[src/rtl/sqltl_pkg.sv]
// Shared types, token codes and lookup functions for the SQL token lexer.
`default_nettype none

package sqltl_pkg;

    // Default widths of the internal counters
    localparam int OFFSET_BITS_DEF = 32;
    localparam int LENGTH_BITS_DEF = 16;
    localparam int LINE_BITS_DEF   = 16;

    // Depth of the queue between front and back
    localparam int QUEUE_DEPTH = 4;

    // Token kinds
    localparam logic [5:0] K_IDENT  = 6'd0;
    localparam logic [5:0] K_NUMBER = 6'd1;
    localparam logic [5:0] K_KEY0   = 6'd2;
    localparam logic [5:0] K_STAR   = 6'd21;
    localparam logic [5:0] K_COMMA  = 6'd22;
    localparam logic [5:0] K_LPAREN = 6'd23;
    localparam logic [5:0] K_RPAREN = 6'd24;
    localparam logic [5:0] K_SEMI   = 6'd25;
    localparam logic [5:0] K_QUOTE  = 6'd26;
    localparam logic [5:0] K_EQ     = 6'd27;
    localparam logic [5:0] K_GT     = 6'd28;
    localparam logic [5:0] K_LT     = 6'd29;
    localparam logic [5:0] K_GE     = 6'd30;
    localparam logic [5:0] K_LE     = 6'd31;
    localparam logic [5:0] K_NE     = 6'd32;
    localparam logic [5:0] K_BAD    = 6'd33;
    localparam logic [5:0] K_EOF    = 6'd34;

    // Characters with special meaning
    localparam logic [7:0] CH_NL     = 8'h0A;
    localparam logic [7:0] CH_TAB    = 8'h09;
    localparam logic [7:0] CH_CR     = 8'h0D;
    localparam logic [7:0] CH_SPACE  = 8'h20;
    localparam logic [7:0] CH_USCORE = 8'h5F;
    localparam logic [7:0] CH_STAR   = 8'h2A;
    localparam logic [7:0] CH_COMMA  = 8'h2C;
    localparam logic [7:0] CH_LPAREN = 8'h28;
    localparam logic [7:0] CH_RPAREN = 8'h29;
    localparam logic [7:0] CH_SEMI   = 8'h3B;
    localparam logic [7:0] CH_QUOTE  = 8'h27;
    localparam logic [7:0] CH_EQ     = 8'h3D;
    localparam logic [7:0] CH_GT     = 8'h3E;
    localparam logic [7:0] CH_LT     = 8'h3C;
    localparam logic [7:0] CH_UC_A   = 8'h41;
    localparam logic [7:0] CH_UC_Z   = 8'h5A;
    localparam logic [7:0] CH_LC_A   = 8'h61;
    localparam logic [7:0] CH_LC_Z   = 8'h7A;
    localparam logic [7:0] CH_ZERO   = 8'h30;
    localparam logic [7:0] CH_NINE   = 8'h39;
    localparam logic [7:0] CASE_GAP  = 8'h20;

    // Keywords, packed right-justified like the identifier window
    localparam int NUM_KW = 19;
    localparam logic [63:0] KW_WORDS [NUM_KW] = '{
        64'("select"), 64'("from"), 64'("as"), 64'("create"), 64'("table"),
        64'("drop"), 64'("distinct"), 64'("top"), 64'("percent"),
        64'("where"), 64'("and"), 64'("or"), 64'("not"), 64'("is"),
        64'("null"), 64'("insert"), 64'("into"), 64'("values"),
        64'("delete")
    };

    // One result token as it leaves the block
    typedef struct packed {
        logic [15:0] line;
        logic [15:0] length;
        logic [31:0] start;
        logic [5:0]  kind;
    } t_token;

    // Up to two tokens caused by one input transfer
    typedef struct packed {
        logic   two;
        t_token tok1;
        t_token tok0;
    } t_entry;

    // Parallel compare of the identifier window against all keywords
    function automatic logic [5:0] kw_lookup(input logic [63:0] window);
        logic [5:0] kind;
        kind = K_IDENT;
        for (int i = 0; i < NUM_KW; i++) begin
            if (KW_WORDS[i] == window) begin
                kind = K_KEY0 + 6'(i);
            end
        end
        return kind;
    endfunction

    // Kind of a byte that stands alone as a token
    function automatic logic [5:0] single_kind(input logic [7:0] c);
        logic [5:0] kind;
        case (c)
            CH_STAR:   kind = K_STAR;
            CH_COMMA:  kind = K_COMMA;
            CH_LPAREN: kind = K_LPAREN;
            CH_RPAREN: kind = K_RPAREN;
            CH_SEMI:   kind = K_SEMI;
            CH_QUOTE:  kind = K_QUOTE;
            CH_EQ:     kind = K_EQ;
            CH_GT:     kind = K_GT;
            CH_LT:     kind = K_LT;
            default:   kind = K_BAD;
        endcase
        return kind;
    endfunction

endpackage

`default_nettype wire

[src/rtl/sqltl_front.sv]
// Front part: scans one byte per transfer, tracks the pending token, builds result entries.
`default_nettype none

module sqltl_front import sqltl_pkg::*; #(
    parameter int OFFSET_BITS = OFFSET_BITS_DEF,
    parameter int LENGTH_BITS = LENGTH_BITS_DEF,
    parameter int LINE_BITS   = LINE_BITS_DEF
) (
    input  wire logic   i_clk,
    input  wire logic   i_rst_n,
    input  wire logic   i_accept,   // input transfer this cycle
    input  wire logic [7:0] i_char,
    input  wire logic   i_end,
    output logic        o_push,     // entry produced by this transfer
    output t_entry      o_entry
);

    typedef enum logic [1:0] {
        PC_NONE,
        PC_IDENT,
        PC_NUMBER,
        PC_HELD
    } t_pclass;

    localparam logic [LENGTH_BITS-1:0] LEN_MAX  = '1;
    localparam logic [LINE_BITS-1:0]   LINE_MAX = '1;

    t_pclass                 r_class,  n_class;
    logic [OFFSET_BITS-1:0]  r_start,  n_start;
    logic [LENGTH_BITS-1:0]  r_len,    n_len;
    logic [63:0]             r_window, n_window;
    logic [7:0]              r_held,   n_held;
    logic [OFFSET_BITS-1:0]  r_offset, n_offset;
    logic [LINE_BITS-1:0]    r_line,   n_line;

    logic [7:0]  c;
    logic        is_alpha, is_digit, is_space, pair;
    logic        have_flush, have_new;
    t_token      flush_tok, new_tok;
    logic [5:0]  pair_kind;

    // Token stamped with the line at emission
    function automatic t_token mk_tok(input logic [5:0] kind,
                                      input logic [OFFSET_BITS-1:0] start,
                                      input logic [LENGTH_BITS-1:0] len,
                                      input logic [LINE_BITS-1:0] line);
        t_token t;
        t.kind   = kind;
        t.start  = 32'(start);
        t.length = 16'(len);
        t.line   = 16'(line);
        return t;
    endfunction

    // Byte classification after case folding
    always_comb begin
        c = i_char;
        if (i_char >= CH_UC_A && i_char <= CH_UC_Z) begin
            c = i_char + CASE_GAP;
        end
        is_alpha = (c >= CH_LC_A) && (c <= CH_LC_Z);
        is_digit = (c >= CH_ZERO) && (c <= CH_NINE);
        is_space = (c == CH_SPACE) || ((c >= CH_TAB) && (c <= CH_CR));
        pair_kind = K_GE;
        if (r_held == CH_LT) begin
            pair_kind = (c == CH_GT) ? K_NE : K_LE;
        end
        // the byte beside an end marker carries no meaning
        pair = !i_end && (r_class == PC_HELD) &&
               (((r_held == CH_GT) && (c == CH_EQ)) ||
                ((r_held == CH_LT) && ((c == CH_EQ) || (c == CH_GT))));
    end

    // Token that the pending state would close now
    always_comb begin
        case (r_class)
            PC_IDENT: begin
                flush_tok = mk_tok((r_len > LENGTH_BITS'(8)) ? K_IDENT : kw_lookup(r_window),
                                   r_start, r_len, r_line);
            end
            PC_NUMBER: flush_tok = mk_tok(K_NUMBER, r_start, r_len, r_line);
            PC_HELD: begin
                flush_tok = mk_tok((r_held == CH_LT) ? K_LT : K_GT, r_start,
                                   LENGTH_BITS'(1), r_line);
            end
            default: flush_tok = mk_tok(K_IDENT, r_start, r_len, r_line);
        endcase
    end

    // Next state and the tokens of this byte
    always_comb begin
        n_class    = r_class;
        n_start    = r_start;
        n_len      = r_len;
        n_window   = r_window;
        n_held     = r_held;
        n_offset   = r_offset;
        n_line     = r_line;
        have_flush = 1'b0;
        have_new   = 1'b0;
        new_tok    = mk_tok(K_BAD, r_offset, '0, r_line);

        if (i_end) begin
            // close the source: flush, EOF, back to reset values
            have_flush = (r_class != PC_NONE);
            have_new   = 1'b1;
            new_tok    = mk_tok(K_EOF, r_offset, '0, r_line);
            n_class    = PC_NONE;
            n_start    = '0;
            n_len      = '0;
            n_window   = '0;
            n_held     = '0;
            n_offset   = '0;
            n_line     = LINE_BITS'(1);
        end else begin
            n_offset = r_offset + OFFSET_BITS'(1);
            if (pair) begin
                have_flush = 1'b1;
                n_class    = PC_NONE;
            end else if ((r_class == PC_IDENT) && (is_alpha || (c == CH_USCORE))) begin
                n_len    = (r_len == LEN_MAX) ? r_len : r_len + LENGTH_BITS'(1);
                n_window = {r_window[55:0], c};
            end else if ((r_class == PC_NUMBER) && is_digit) begin
                n_len = (r_len == LEN_MAX) ? r_len : r_len + LENGTH_BITS'(1);
            end else begin
                have_flush = (r_class != PC_NONE);
                n_class    = PC_NONE;
                if (is_space) begin
                    if ((c == CH_NL) && (r_line != LINE_MAX)) begin
                        n_line = r_line + LINE_BITS'(1);
                    end
                end else if (is_alpha || is_digit || (c == CH_LT) || (c == CH_GT)) begin
                    n_class  = is_alpha ? PC_IDENT : (is_digit ? PC_NUMBER : PC_HELD);
                    n_start  = r_offset;
                    n_len    = LENGTH_BITS'(1);
                    n_window = 64'(c);
                    n_held   = c;
                end else begin
                    have_new = 1'b1;
                    new_tok  = mk_tok(single_kind(c), r_offset,
                                      (single_kind(c) == K_BAD) ? '0 : LENGTH_BITS'(1),
                                      r_line);
                end
            end
        end
    end

    // Pack the entry: flushed token first
    always_comb begin
        o_push        = i_accept && (have_flush || have_new);
        o_entry.two   = have_flush && have_new;
        o_entry.tok0  = have_flush ? (pair ? mk_tok(pair_kind, r_start, LENGTH_BITS'(2), r_line)
                                           : flush_tok)
                                   : new_tok;
        o_entry.tok1  = new_tok;
    end

    // State registers
    always_ff @(posedge i_clk) begin
        if (!i_rst_n) begin
            r_class  <= PC_NONE;
            r_start  <= '0;
            r_len    <= '0;
            r_window <= '0;
            r_held   <= '0;
            r_offset <= '0;
            r_line   <= LINE_BITS'(1);
        end else if (i_accept) begin
            r_class  <= n_class;
            r_start  <= n_start;
            r_len    <= n_len;
            r_window <= n_window;
            r_held   <= n_held;
            r_offset <= n_offset;
            r_line   <= n_line;
        end
    end

endmodule

`default_nettype wire

[src/rtl/sqltl_queue.sv]
// Short entry queue between the front and the back.
`default_nettype none

module sqltl_queue import sqltl_pkg::*; (
    input  wire logic   i_clk,
    input  wire logic   i_rst_n,
    input  wire logic   i_push,
    input  wire t_entry i_entry,
    output logic        o_full,
    input  wire logic   i_pop,
    output logic        o_valid,
    output t_entry      o_head
);

    localparam int PTR_BITS = $clog2(QUEUE_DEPTH);
    localparam int CNT_BITS = $clog2(QUEUE_DEPTH + 1);

    t_entry                r_mem [QUEUE_DEPTH];
    logic [PTR_BITS-1:0]   r_wr_ptr, r_rd_ptr;
    logic [CNT_BITS-1:0]   r_count;
    logic                  do_pop;

    assign o_full  = (r_count == CNT_BITS'(QUEUE_DEPTH));
    assign o_valid = (r_count != '0);
    assign o_head  = r_mem[r_rd_ptr];
    assign do_pop  = i_pop && o_valid;

    // Storage
    always_ff @(posedge i_clk) begin
        if (i_push) begin
            r_mem[r_wr_ptr] <= i_entry;
        end
    end

    // Pointers and fill count
    always_ff @(posedge i_clk) begin
        if (!i_rst_n) begin
            r_wr_ptr <= '0;
            r_rd_ptr <= '0;
            r_count  <= '0;
        end else begin
            if (i_push) begin
                r_wr_ptr <= r_wr_ptr + PTR_BITS'(1);
            end
            if (do_pop) begin
                r_rd_ptr <= r_rd_ptr + PTR_BITS'(1);
            end
            if (i_push && !do_pop) begin
                r_count <= r_count + CNT_BITS'(1);
            end else if (!i_push && do_pop) begin
                r_count <= r_count - CNT_BITS'(1);
            end
        end
    end

endmodule

`default_nettype wire

[src/rtl/sqltl_back.sv]
// Back part: splits queue entries into single tokens behind an output register.
`default_nettype none

module sqltl_back import sqltl_pkg::*; (
    input  wire logic   i_clk,
    input  wire logic   i_rst_n,
    input  wire logic   i_valid,
    input  wire t_entry i_head,
    output logic        o_pop,
    output logic        o_valid,
    input  wire logic   i_ready,
    output t_token      o_tok,
    output logic        o_last
);

    logic   r_sel;
    logic   r_valid;
    t_token r_tok;
    logic   r_last;
    logic   load, sel_last;

    assign load     = i_valid && (!r_valid || i_ready);
    assign sel_last = r_sel || !i_head.two;
    assign o_pop    = load && sel_last;
    assign o_valid  = r_valid;
    assign o_tok    = r_tok;
    assign o_last   = r_last;

    // Output register payload
    always_ff @(posedge i_clk) begin
        if (load) begin
            r_tok  <= r_sel ? i_head.tok1 : i_head.tok0;
            r_last <= sel_last;
        end
    end

    // Valid flag and position within the entry
    always_ff @(posedge i_clk) begin
        if (!i_rst_n) begin
            r_valid <= 1'b0;
            r_sel   <= 1'b0;
        end else begin
            if (load) begin
                r_valid <= 1'b1;
                r_sel   <= !sel_last;
            end else if (i_ready) begin
                r_valid <= 1'b0;
            end
        end
    end

endmodule

`default_nettype wire

[src/rtl/sql_token_lexer.sv]
// Top level of the streaming SQL tokenizer.
//
//  Channel   Dir  tdata                                    tlast
//  s_axis    in   [7:0] char_byte                          end_marker
//  m_axis    out  [5:0] kind [37:6] start [53:38] length   last_of_run
//                 [69:54] line, [71:70] zero
//
// One byte is taken per cycle while the queue is not full; the front scans it
// in the cycle of its transfer. A byte that closes one token and makes another
// yields two tokens, so the output side sets the rate, through a 4-entry queue:
// one token per cycle while m_axis_tready is high, from the output register.
// Reset is synchronous, active low; it returns the scan to offset 0, line 1.
// Either side may stall; the queue and the output register keep them apart.
`default_nettype none

module sql_token_lexer import sqltl_pkg::*; #(
    parameter int OFFSET_BITS = OFFSET_BITS_DEF,
    parameter int LENGTH_BITS = LENGTH_BITS_DEF,
    parameter int LINE_BITS   = LINE_BITS_DEF
) (
    input  wire logic        i_clk,
    input  wire logic        i_rst_n,
    input  wire logic        s_axis_tvalid,
    output logic             s_axis_tready,
    input  wire logic [7:0]  s_axis_tdata,    // [7:0] char_byte
    input  wire logic        s_axis_tlast,    // end_marker
    output logic             m_axis_tvalid,
    input  wire logic        m_axis_tready,
    output logic [71:0]      m_axis_tdata,    // kind, start, length, line, pad
    output logic             m_axis_tlast     // last_of_run
);

    logic   accept;
    logic   push, full, q_valid, pop;
    t_entry push_entry, head;
    t_token out_tok;

    assign s_axis_tready = !full;
    assign accept        = s_axis_tvalid && s_axis_tready;

    sqltl_front #(
        .OFFSET_BITS (OFFSET_BITS),
        .LENGTH_BITS (LENGTH_BITS),
        .LINE_BITS   (LINE_BITS)
    ) u_front (
        .i_clk    (i_clk),
        .i_rst_n  (i_rst_n),
        .i_accept (accept),
        .i_char   (s_axis_tdata),
        .i_end    (s_axis_tlast),
        .o_push   (push),
        .o_entry  (push_entry)
    );

    sqltl_queue u_queue (
        .i_clk   (i_clk),
        .i_rst_n (i_rst_n),
        .i_push  (push),
        .i_entry (push_entry),
        .o_full  (full),
        .i_pop   (pop),
        .o_valid (q_valid),
        .o_head  (head)
    );

    sqltl_back u_back (
        .i_clk   (i_clk),
        .i_rst_n (i_rst_n),
        .i_valid (q_valid),
        .i_head  (head),
        .o_pop   (pop),
        .o_valid (m_axis_tvalid),
        .i_ready (m_axis_tready),
        .o_tok   (out_tok),
        .o_last  (m_axis_tlast)
    );

    // Token fields packed from the lowest bit up
    assign m_axis_tdata = {2'b00, out_tok};

endmodule

`default_nettype wire

[config.mk]
export PLATFORM = sky130hd
export DESIGN_NAME = sql_token_lexer
export DESIGN_NICKNAME = d
export VERILOG_FILES = /design/src/rtl/sqltl_pkg.sv /design/src/rtl/sqltl_front.sv /design/src/rtl/sqltl_queue.sv /design/src/rtl/sqltl_back.sv /design/src/rtl/sql_token_lexer.sv
export SDC_FILE = /design/constraint.sdc
export NUM_CORES = 1
export LEC_CHECK = 0
export ABC_AREA = 1
export BUFFER_PORTS_ARGS = -buffer_cell sky130_fd_sc_hd__clkbuf_2
export CORE_ASPECT_RATIO = 0.8
export CORE_MARGIN = 10
export CORE_UTILIZATION = 27
export CTS_BUF_LIST = sky130_fd_sc_hd__clkbuf_8
export DETAILED_ROUTE_END_ITERATION = 8
export PLACE_DENSITY_LB_ADDON = 0.12
export SYNTH_ARGS = -nofsm -noshare
export SYNTH_HDL_FRONTEND = slang
export SYNTH_SLANG_ARGS = --single-unit
[constraint.sdc]
create_clock -name i_clk -period 10.2 [get_ports i_clk]
set_clock_uncertainty 0.15 [all_clocks]
set_input_delay 3.06 -clock i_clk [delete_from_list [all_inputs] [get_ports i_clk]]
set_output_delay 3.06 -clock i_clk [all_outputs]
set_load 0.02 [all_outputs]
# Word level (Yosys, flattened, before mapping)
# Memory sizes are Yosys's and may differ from the RTL's. A register that Yosys moved wholly into a read port is not among the register bits.
# Cells that the tools add are included.
[totals] register_bits=250 mem_bits_rw=564 out_inout_bits=75 mem_count=1
[mem_list] memory="u_queue.r_mem" depth=4 width=141 read_ports=1 rd_clocked_by_memory_dff=1 wr=1 line="sqltl_queue.sv:18" source="t_entry r_mem [QUEUE_DEPTH];"
[classes] add_sub_neg=8 n_lt_le_gt_ge=9 eq_ne=49 muxes=100 reduce_logical=50
[op_table] cell="54-bit two-way mux" n=8
[op_table] cell="64-bit two-way mux" n=6
[op_table] cell="47-bit by 64-bit == test with 1-bit output, first input constant" n=5
[op_table] cell="31-bit by 64-bit == test with 1-bit output, first input constant" n=4
[op_table] cell="32-bit two-way mux" n=7
[op_table] cell="16-bit two-way mux" n=13
[op_table] cell="15-bit by 64-bit == test with 1-bit output, first input constant" n=3
[op_table] cell="23-bit by 64-bit == test with 1-bit output, first input constant" n=3
[op_table] cell="54-bit case mux with 3 select lines" n=1
[op_table] cell="39-bit by 64-bit == test with 1-bit output, first input constant" n=2
[op_table] cell="8-bit by 6-bit == test with 1-bit output, second input constant" n=12
[op_table] cell="70-bit two-way mux" n=1
[op_table] cell="55-bit by 64-bit == test with 1-bit output, first input constant" n=1
[op_table] cell="63-bit by 64-bit == test with 1-bit output, first input constant" n=1
[op_table] cell="8-bit two-way mux" n=7
[op_table] cell="6-bit case mux with 9 select lines" n=1
[op_table] cell="6-bit two-way mux" n=8
[op_table] cell="16-bit by 1-bit adder with 16-bit output, second input constant" n=2
[op_table] cell="32-bit by 1-bit adder with 32-bit output, second input constant" n=1
[op_table] cell="4-bit two-way mux" n=8
[op_table] cell="5-bit two-way mux" n=6
[op_table] cell="2-bit two-way mux" n=11
[op_table] cell="1-bit logical AND" n=19
[op_table] cell="3-bit two-way mux" n=6
[op_table] cell="33 further kinds" n=80

# Logic depth before layout (Yosys ltp)
[logic_depth] word_depth=24 mapped_depth=25 ltp_nobuf=24

# Hierarchy
# A second synthesis with hierarchy kept.
[hier_totals] cells_unflattened=3680 area_unflattened_um2=35761.8
[modules_own_cells] mod="sqltl_queue" n_inst=1 cells_per_inst=1426 area_each_um2=21244.1 seq_area_each_um2=17116.4
[modules_own_cells] mod="sqltl_front" n_inst=1 cells_per_inst=1938 area_each_um2=11308.3 seq_area_each_um2=3403.3
[modules_own_cells] mod="sqltl_back" n_inst=1 cells_per_inst=310 area_each_um2=3176.8 seq_area_each_um2=2172.1
[modules_own_cells] mod="sql_token_lexer" n_inst=1 cells_per_inst=6 area_each_um2=32.5 seq_area_each_um2=0.0

# Worst setup path after synthesis
# OpenSTA, ideal clock, no wires.
[synth_path] path_kind="input to register" start="input port s_axis_tdata[3]" end="memory u_queue.r_mem[0][0] (netlist bit) (enable)" arrival_ns=9.355 required_ns=9.470 path_slack_ns=0.115 stages=18 path_buffers=2 cell_sequence="buf_4 -> nand2_2 -> nor2_4 -> nand3_2 -> nand2_4 -> nand2_4 -> o21bai_4 -> inv_2 -> nand2_1 -> nand2_1 -> nand2_4 -> nand2_2 -> nand2_4 -> buf_4 -> nand3_2 -> nand3_1 -> nand2_1 -> nor2_1"
[synth_between] elab_chain_len=18 elab_cells_between_ends=45 classes_between="add/sub (1); order compare (8); eq/ne (5); mux (13); reduce/logical (18)"
[synth_lines] item="start, declared" line="sql_token_lexer.sv:25" source="input wire logic [7:0] s_axis_tdata,"
[synth_lines] item="8-bit by 7-bit >= comparator with 1-bit output or 8-bit by 7-bit less-or-equal comparator with 1-bit output (tied branches)" line="sqltl_front.sv:58" source="if (i_char >= CH_UC_A && i_char <= CH_UC_Z) begin"
[synth_lines] item="1-bit logical AND" line="sqltl_front.sv:58"
[synth_lines] item="8-bit two-way mux *" line="sqltl_front.sv:58"
[synth_lines] item="8-bit by 7-bit >= comparator with 1-bit output (tied with other cells)" line="sqltl_front.sv:61" source="is_alpha = (c >= CH_LC_A) && (c <= CH_LC_Z);"
[synth_lines] item="1-bit logical AND (on tied branches)" line="sqltl_front.sv:61, sqltl_front.sv:62"
[synth_lines] item="1-bit logical OR (3 in series)" line="sqltl_front.sv:132" source="end else if (is_alpha || is_digit || (c == CH_LT) || (c == CH_GT)) begin"
[synth_lines] item="1-bit two-way mux" line="sqltl_front.sv:132"
[synth_lines] item="1-bit two-way mux" line="sqltl_front.sv:128" source="if (is_space) begin"
[synth_lines] item="1-bit two-way mux" line="sqltl_front.sv:123" source="end else if ((r_class == PC_NUMBER) && is_digit) begin"
[synth_lines] item="1-bit two-way mux" line="sqltl_front.sv:120" source="end else if ((r_class == PC_IDENT) && (is_alpha || (c == CH_USCORE))) begin"
[synth_lines] item="1-bit two-way mux" line="sqltl_front.sv:117" source="if (pair) begin"
[synth_lines] item="1-bit two-way mux" line="sqltl_front.sv:103" source="if (i_end) begin"
[synth_lines] item="1-bit logical OR *" line="sqltl_front.sv:150" source="o_push = i_accept && (have_flush || have_new);"
[synth_lines] item="1-bit logical AND *" line="sqltl_front.sv:150"
[synth_lines] item="1-bit two-way mux *" line="sqltl_queue.sv:30" source="if (i_push) begin"
[synth_lines] item="1-bit two-way mux (not written as such) *" line="sqltl_queue.sv:31" source="r_mem[r_wr_ptr] <= i_entry;"
[synth_lines] item="end, declared" line="sqltl_queue.sv:18"
# Mark *: on every way between the ends. The rest lies on a longest branch, timed or not.

# Final worst setup path
[layout_path] start="input port s_axis_tlast" end="memory u_queue.r_mem[3][91] (netlist bit) (enable)"
[layout_between] elab_chain_len=9 elab_cells_between_ends=11 classes_between="mux (6); reduce/logical (5)"
[layout_lines] item="start, declared" line="sql_token_lexer.sv:26" source="input wire logic s_axis_tlast,"
[layout_lines] item="1-bit zero test" line="sqltl_front.sv:69" source="pair = !i_end && (r_class == PC_HELD) &&"
[layout_lines] item="1-bit logical AND (2 in series)" line="sqltl_front.sv:69"
[layout_lines] item="1-bit two-way mux" line="sqltl_front.sv:117"
[layout_lines] item="1-bit two-way mux" line="sqltl_front.sv:103"
[layout_lines] item="1-bit logical OR *" line="sqltl_front.sv:150"
[layout_lines] item="1-bit logical AND *" line="sqltl_front.sv:150"
[layout_lines] item="1-bit two-way mux *" line="sqltl_queue.sv:30"
[layout_lines] item="1-bit two-way mux (not written as such) *" line="sqltl_queue.sv:31"
# Marked as above.

==> impl_results.rst <==
.. list-table::
   :header-rows: 1

   * - Metric
     - Value
   * - Instance area at placement
     - 31600 µm²
   * - Clk slew on worst S/H paths
     - about 0.06 ns
   * - Number of different library cells in the post-synthesis netlist
     - 50
   * - Share of post-route cells with drive strength above 1
     - 0.105
   * - Leakage power summed over all cells
     - approximately 12 nW
   * - DRC violation total after the first TritonRoute iteration
     - around 1.4k
   * - Transition time at the pin with the least slew margin
     - 1.10 ns
   * - Maximum number of pins on one net before global-route repair
     - 128
   * - Global-route track usage on met2
     - 0.217
   * - Met3 track demand over resource in global routing
     - 0.0296
   * - RD Place Congestion
     - roughly 0.85
   * - Die width
     - 392 µm
   * - Initial antenna violation count
     - 4
   * - Via count of the first global-routing pass
     - about 22k
   * - Number of inserted filler cells in the final layout
     - 11.2k
   * - Clock tree from TritonCTS
     - done
   * - Fraction of met1 tracks used by global routing
     - 0.191
   * - Final hold viol count
     - 0
   * - Die ar.
     - approximately 120000 µm²
   * - Time the final worst path needs with I/O delays and setup
     - between 6 and 7 ns
   * - Number of synthesized flops with an enable pin
     - a little over 500
   * - Insertion delay of the later-clocked pin in the worst-skew pair
     - 0.82 ns
   * - Layer with the highest usage after global routing
     - met2
   * - Pre-antenna DRT Iters
     - 5
   * - CP endpoint kind
     - flip-flop
   * - Ratio of total power to cell area
     - 243 nW/µm²
   * - Post-CTS sizing
     - 0
   * - Total setup buffers inserted after CTS
     - 0
   * - First-pass GRT wire length
     - 133000 µm
   * - Post-route setup slack
     - 3.55 ns
   * - Non-Filler Cell Area, Final
     - 33900 µm²
   * - Worst rel slew slack
     - 0.266
   * - Synthesis-to-layout area growth
     - 13.8%
   * - # Max-Cap Violations
     - 0
   * - Sum of net half-perimeters after detailed placement
     - around 53000 µm
   * - Non-Filler Instances
     - 4669
   * - CTS Sinks
     - 692
   * - Peak VDD IR
     - between 100 and 150 µV
   * - Top cells by area in the synthesized netlist
     - sky130_fd_sc_hd__edfxtp_1 51%, sky130_fd_sc_hd__dfxtp_1 12%, sky130_fd_sc_hd__nor2_1 9.9%
   * - Required time reported for the critical path endpoint
     - between 10 and 15 ns
   * - Share of Yosys cell area claimed by the top area cell type
     - 0.515
   * - WP data arrival
     - 6.92 ns
   * - Number of instances in the synthesized netlist
     - 3052
   * - Routed length per instance
     - roughly 19 µm
   * - Multi-input gate area in the final layout
     - 9330 µm²
   * - Yosys warnings
     - 0
   * - Number of max-slew violations in the final report
     - 0
   * - Max clock buf depth
     - 3
   * - Number of vias in the routed layout
     - ~22k
   * - Avg Synthesized Cell Area
     - 9.77 µm²
   * - Unrepaired setup endpoints after global routing
     - no
   * - Initial standard-cell utilization of the core
     - 0.273
   * - Synth async-reset ratio
     - 0
   * - Total placed cells including tap cells
     - 4438
   * - Final-layout setup total negative slack
     - 0 ns
   * - Run status
     - finished clean
   * - Row count
     - 108
   * - Setup-violating endpoint count in the final report
     - 0
   * - Die Span Y
     - around 320 µm
   * - Crit path kind
     - in2reg
   * - All-layer global routing usage
     - 0.138
   * - Portion of the clock cycle consumed by the worst path in the final layout
     - 0.652
   * - I/O pin cnt
     - 88
   * - Peak fanout along the critical path
     - 97
   * - Cts bufs inserted
     - 120
   * - Hold buffer count at CTS
     - 0
   * - Port bufs
     - 85
   * - Count of nets left with antenna violations after detail routing
     - 0
   * - Path type of the worst min-delay path
     - reg2reg
   * - Core Area
     - between 100000 and 150000 µm²
   * - Sequential share of the synthesized area
     - 0.636
   * - Mapped Area
     - 29800 µm²
   * - Cell type with the highest aggregate area in the netlist
     - sky130_fd_sc_hd__edfxtp_1
   * - Post-placement worst setup slack
     - 2.67 ns
   * - Top_reg_cell synth
     - sky130_fd_sc_hd__edfxtp_1
   * - Grt total ovfl
     - 0
   * - CTS H-Tree Depth
     - 3
   * - Total wire length after detailed routing
     - just under 90000 µm
   * - FF/Latch Area
     - between 15000 and 20000 µm²
   * - Number of design rule violations left after detail routing
     - 0
   * - Final net count
     - 3155
   * - Peak Freq
     - 150 MHz
   * - Type of origin of the critical path
     - input port
   * - Post-synthesis sequential element count
     - 692
   * - Vias/cell
     - around 4.7
   * - Buffer type at the clock tree root
     - sky130_fd_sc_hd__clkbuf_8
==> kinds of logic after synthesis <==
kind of cell    after synthesis  share of synthesized area
buf+inv                     378                     0.0527
simple gates               1343                      0.193
other cells                   1                   0.000126
compound gates              618                      0.110
fa+ha+maj                    12                    0.00529
flops                       692                      0.636
xor+xnor                      8                    0.00235
==> where the power goes <==
| part | switching (W) | internal (W) | total, W |
|---|---|---|---|
| clock network | 0.00118 | 0.00125 | 0.00243 |
| registers | 0.000168 | 0.00354 | 0.00371 |
| logic | 0.00158 | 0.000529 | 0.00211 |
==> cells in the final DEF (no fill, tap or decap), types with 3 or more instances in the layout <==
cell / n
sky130_fd_sc_hd__nor2_1: 779
sky130_fd_sc_hd__edfxtp_1: 511
sky130_fd_sc_hd__o21ai_0: 349
sky130_fd_sc_hd__nand2_1: 263
sky130_fd_sc_hd__inv_1: 262
sky130_fd_sc_hd__dfxtp_1: 179
sky130_fd_sc_hd__clkbuf_8: 136
sky130_fd_sc_hd__a21oi_1: 94
sky130_fd_sc_hd__nand3_1: 85
sky130_fd_sc_hd__clkbuf_2: 84
sky130_fd_sc_hd__nor3_1: 78
sky130_fd_sc_hd__o22ai_1: 57
sky130_fd_sc_hd__nand4_1: 53
sky130_fd_sc_hd__o21ai_1: 50
sky130_fd_sc_hd__a31oi_1: 45
sky130_fd_sc_hd__buf_4: 22
sky130_fd_sc_hd__nor4_1: 20
sky130_fd_sc_hd__nand2_2: 15
sky130_fd_sc_hd__clkinv_2: 15
sky130_fd_sc_hd__clkinv_1: 14
sky130_fd_sc_hd__inv_2: 12
sky130_fd_sc_hd__ha_1: 11
sky130_fd_sc_hd__nand2_4: 9
sky130_fd_sc_hd__nand3_2: 8
sky130_fd_sc_hd__nand3b_1: 7
sky130_fd_sc_hd__xor2_1: 7
sky130_fd_sc_hd__nor2_4: 6
sky130_fd_sc_hd__a211oi_1: 5
sky130_fd_sc_hd__clkinvlp_4: 5
sky130_fd_sc_hd__nor3b_1: 4
sky130_fd_sc_hd__a22oi_1: 4
sky130_fd_sc_hd__buf_12: 4
sky130_fd_sc_hd__diode_2: 3
sky130_fd_sc_hd__inv_6: 3
sky130_fd_sc_hd__o211ai_1: 3
sky130_fd_sc_hd__and3_1: 3
sky130_fd_sc_hd__o21a_1: 3
sky130_fd_sc_hd__or2_2: 3
==> layer usage <==
layer	wire, µm	vias up
li1	-	10708
met1	42600	10557
met2	38500	402
met3	4060	149
met4	1880	0
met5	0	-
==> layout make-up <==
| type | instances | share of cell area |
|---|---|---|
| Clock inverter | 92 | 0.0131 |
| Clock buffer | 136 | 0.0552 |
| Antenna cell | 3 | 0.000221 |
| Multi-Input combinational cell | 1983 | 0.275 |
| Tap cell | 1430 | 0.0527 |
| Sequential cell | 692 | 0.559 |
| Timing Repair Buffer | 110 | 0.0196 |
| Inverter | 223 | 0.0249 |
==> worst max-delay path, cell delays in order <==
cell                       delay [ns]
sky130_fd_sc_hd__clkbuf_2        0.08
sky130_fd_sc_hd__buf_4           0.54
sky130_fd_sc_hd__inv_1           0.58
sky130_fd_sc_hd__nand3_1         0.32
sky130_fd_sc_hd__nand3_2         0.43
sky130_fd_sc_hd__nand3_1         0.37
sky130_fd_sc_hd__nand2_1         0.30
sky130_fd_sc_hd__nor2_4          0.50
sky130_fd_sc_hd__buf_12          0.57
==> worst paths after layout <==
path,startpoint,end,slack [ns],cells after the start
min,u_queue.r_rd_ptr[1]$_SDFFE_PN0P_,flip-flop,0.31,2
max reg2reg,flip-flop,u_back.o_tok[1]$_DFFE_PP_,6.54,6
max,s_axis_tlast,u_queue.r_mem[3][91]$_DFFE_PP_,3.55,9
min reg2reg,u_queue.r_rd_ptr[1]$_SDFFE_PN0P_,flip-flop,0.31,2
==> Yosys cell counts, types with 2 or more instances <==
cell / count
sky130_fd_sc_hd__a211oi_1: 5
sky130_fd_sc_hd__a21oi_1: 94
sky130_fd_sc_hd__a22oi_1: 4
sky130_fd_sc_hd__a2bb2oi_1: 2
sky130_fd_sc_hd__a31oi_1: 46
sky130_fd_sc_hd__and3_1: 3
sky130_fd_sc_hd__buf_1: 16
sky130_fd_sc_hd__buf_2: 14
sky130_fd_sc_hd__buf_4: 10
sky130_fd_sc_hd__buf_6: 13
sky130_fd_sc_hd__clkbuf_1: 102
sky130_fd_sc_hd__clkinv_1: 3
sky130_fd_sc_hd__dfxtp_1: 181
sky130_fd_sc_hd__edfxtp_1: 511
sky130_fd_sc_hd__ha_1: 11
sky130_fd_sc_hd__inv_1: 208
sky130_fd_sc_hd__inv_2: 12
sky130_fd_sc_hd__nand2_1: 263
sky130_fd_sc_hd__nand2_2: 15
sky130_fd_sc_hd__nand2_4: 9
sky130_fd_sc_hd__nand3_1: 85
sky130_fd_sc_hd__nand3_2: 8
sky130_fd_sc_hd__nand3b_1: 7
sky130_fd_sc_hd__nand4_1: 53
sky130_fd_sc_hd__nand4_4: 2
sky130_fd_sc_hd__nor2_1: 783
sky130_fd_sc_hd__nor2_2: 2
sky130_fd_sc_hd__nor2_4: 2
sky130_fd_sc_hd__nor2_8: 2
sky130_fd_sc_hd__nor3_1: 78
sky130_fd_sc_hd__nor3b_1: 4
sky130_fd_sc_hd__nor4_1: 20
sky130_fd_sc_hd__o211ai_1: 3
sky130_fd_sc_hd__o21a_1: 3
sky130_fd_sc_hd__o21ai_0: 349
sky130_fd_sc_hd__o21ai_1: 50
sky130_fd_sc_hd__o22ai_1: 57
sky130_fd_sc_hd__o31ai_1: 2
sky130_fd_sc_hd__or2_2: 3
sky130_fd_sc_hd__xor2_1: 7
==> through the flow <==
| stage | util | hold slack (ns) | power, W |
|---|---|---|---|
| after floorplan | - | 0.282 | 0.00513 |
| after global placement | 0.290 | 0.300 | 0.00593 |
| after detailed placement | 0.290 | 0.299 | 0.00596 |
| after CTS | 0.311 | 0.310 | 0.00843 |
| after global routing | 0.311 | 0.337 | 0.00878 |
| final | 0.311 | 0.308 | 0.00824 |
==> flip-flops by register name, indices dropped and copies added (netlist names), named ones only <==
name / cells
u_front.r_window: 64
u_queue.r_mem: 440
u_front.r_offset: 32
u_queue.r_rd_ptr: 2
u_back.o_tok: 70
u_front.r_class: 2
u_front.r_len: 16
u_back.o_valid: 1
u_front.r_held: 8
u_back.o_last: 1
u_back.r_sel: 1
u_queue.r_count: 3
u_queue.r_wr_ptr: 2
u_front.r_start: 32
u_front.r_line: 16
Note: power is estimated with default switching activity, not from simulation.
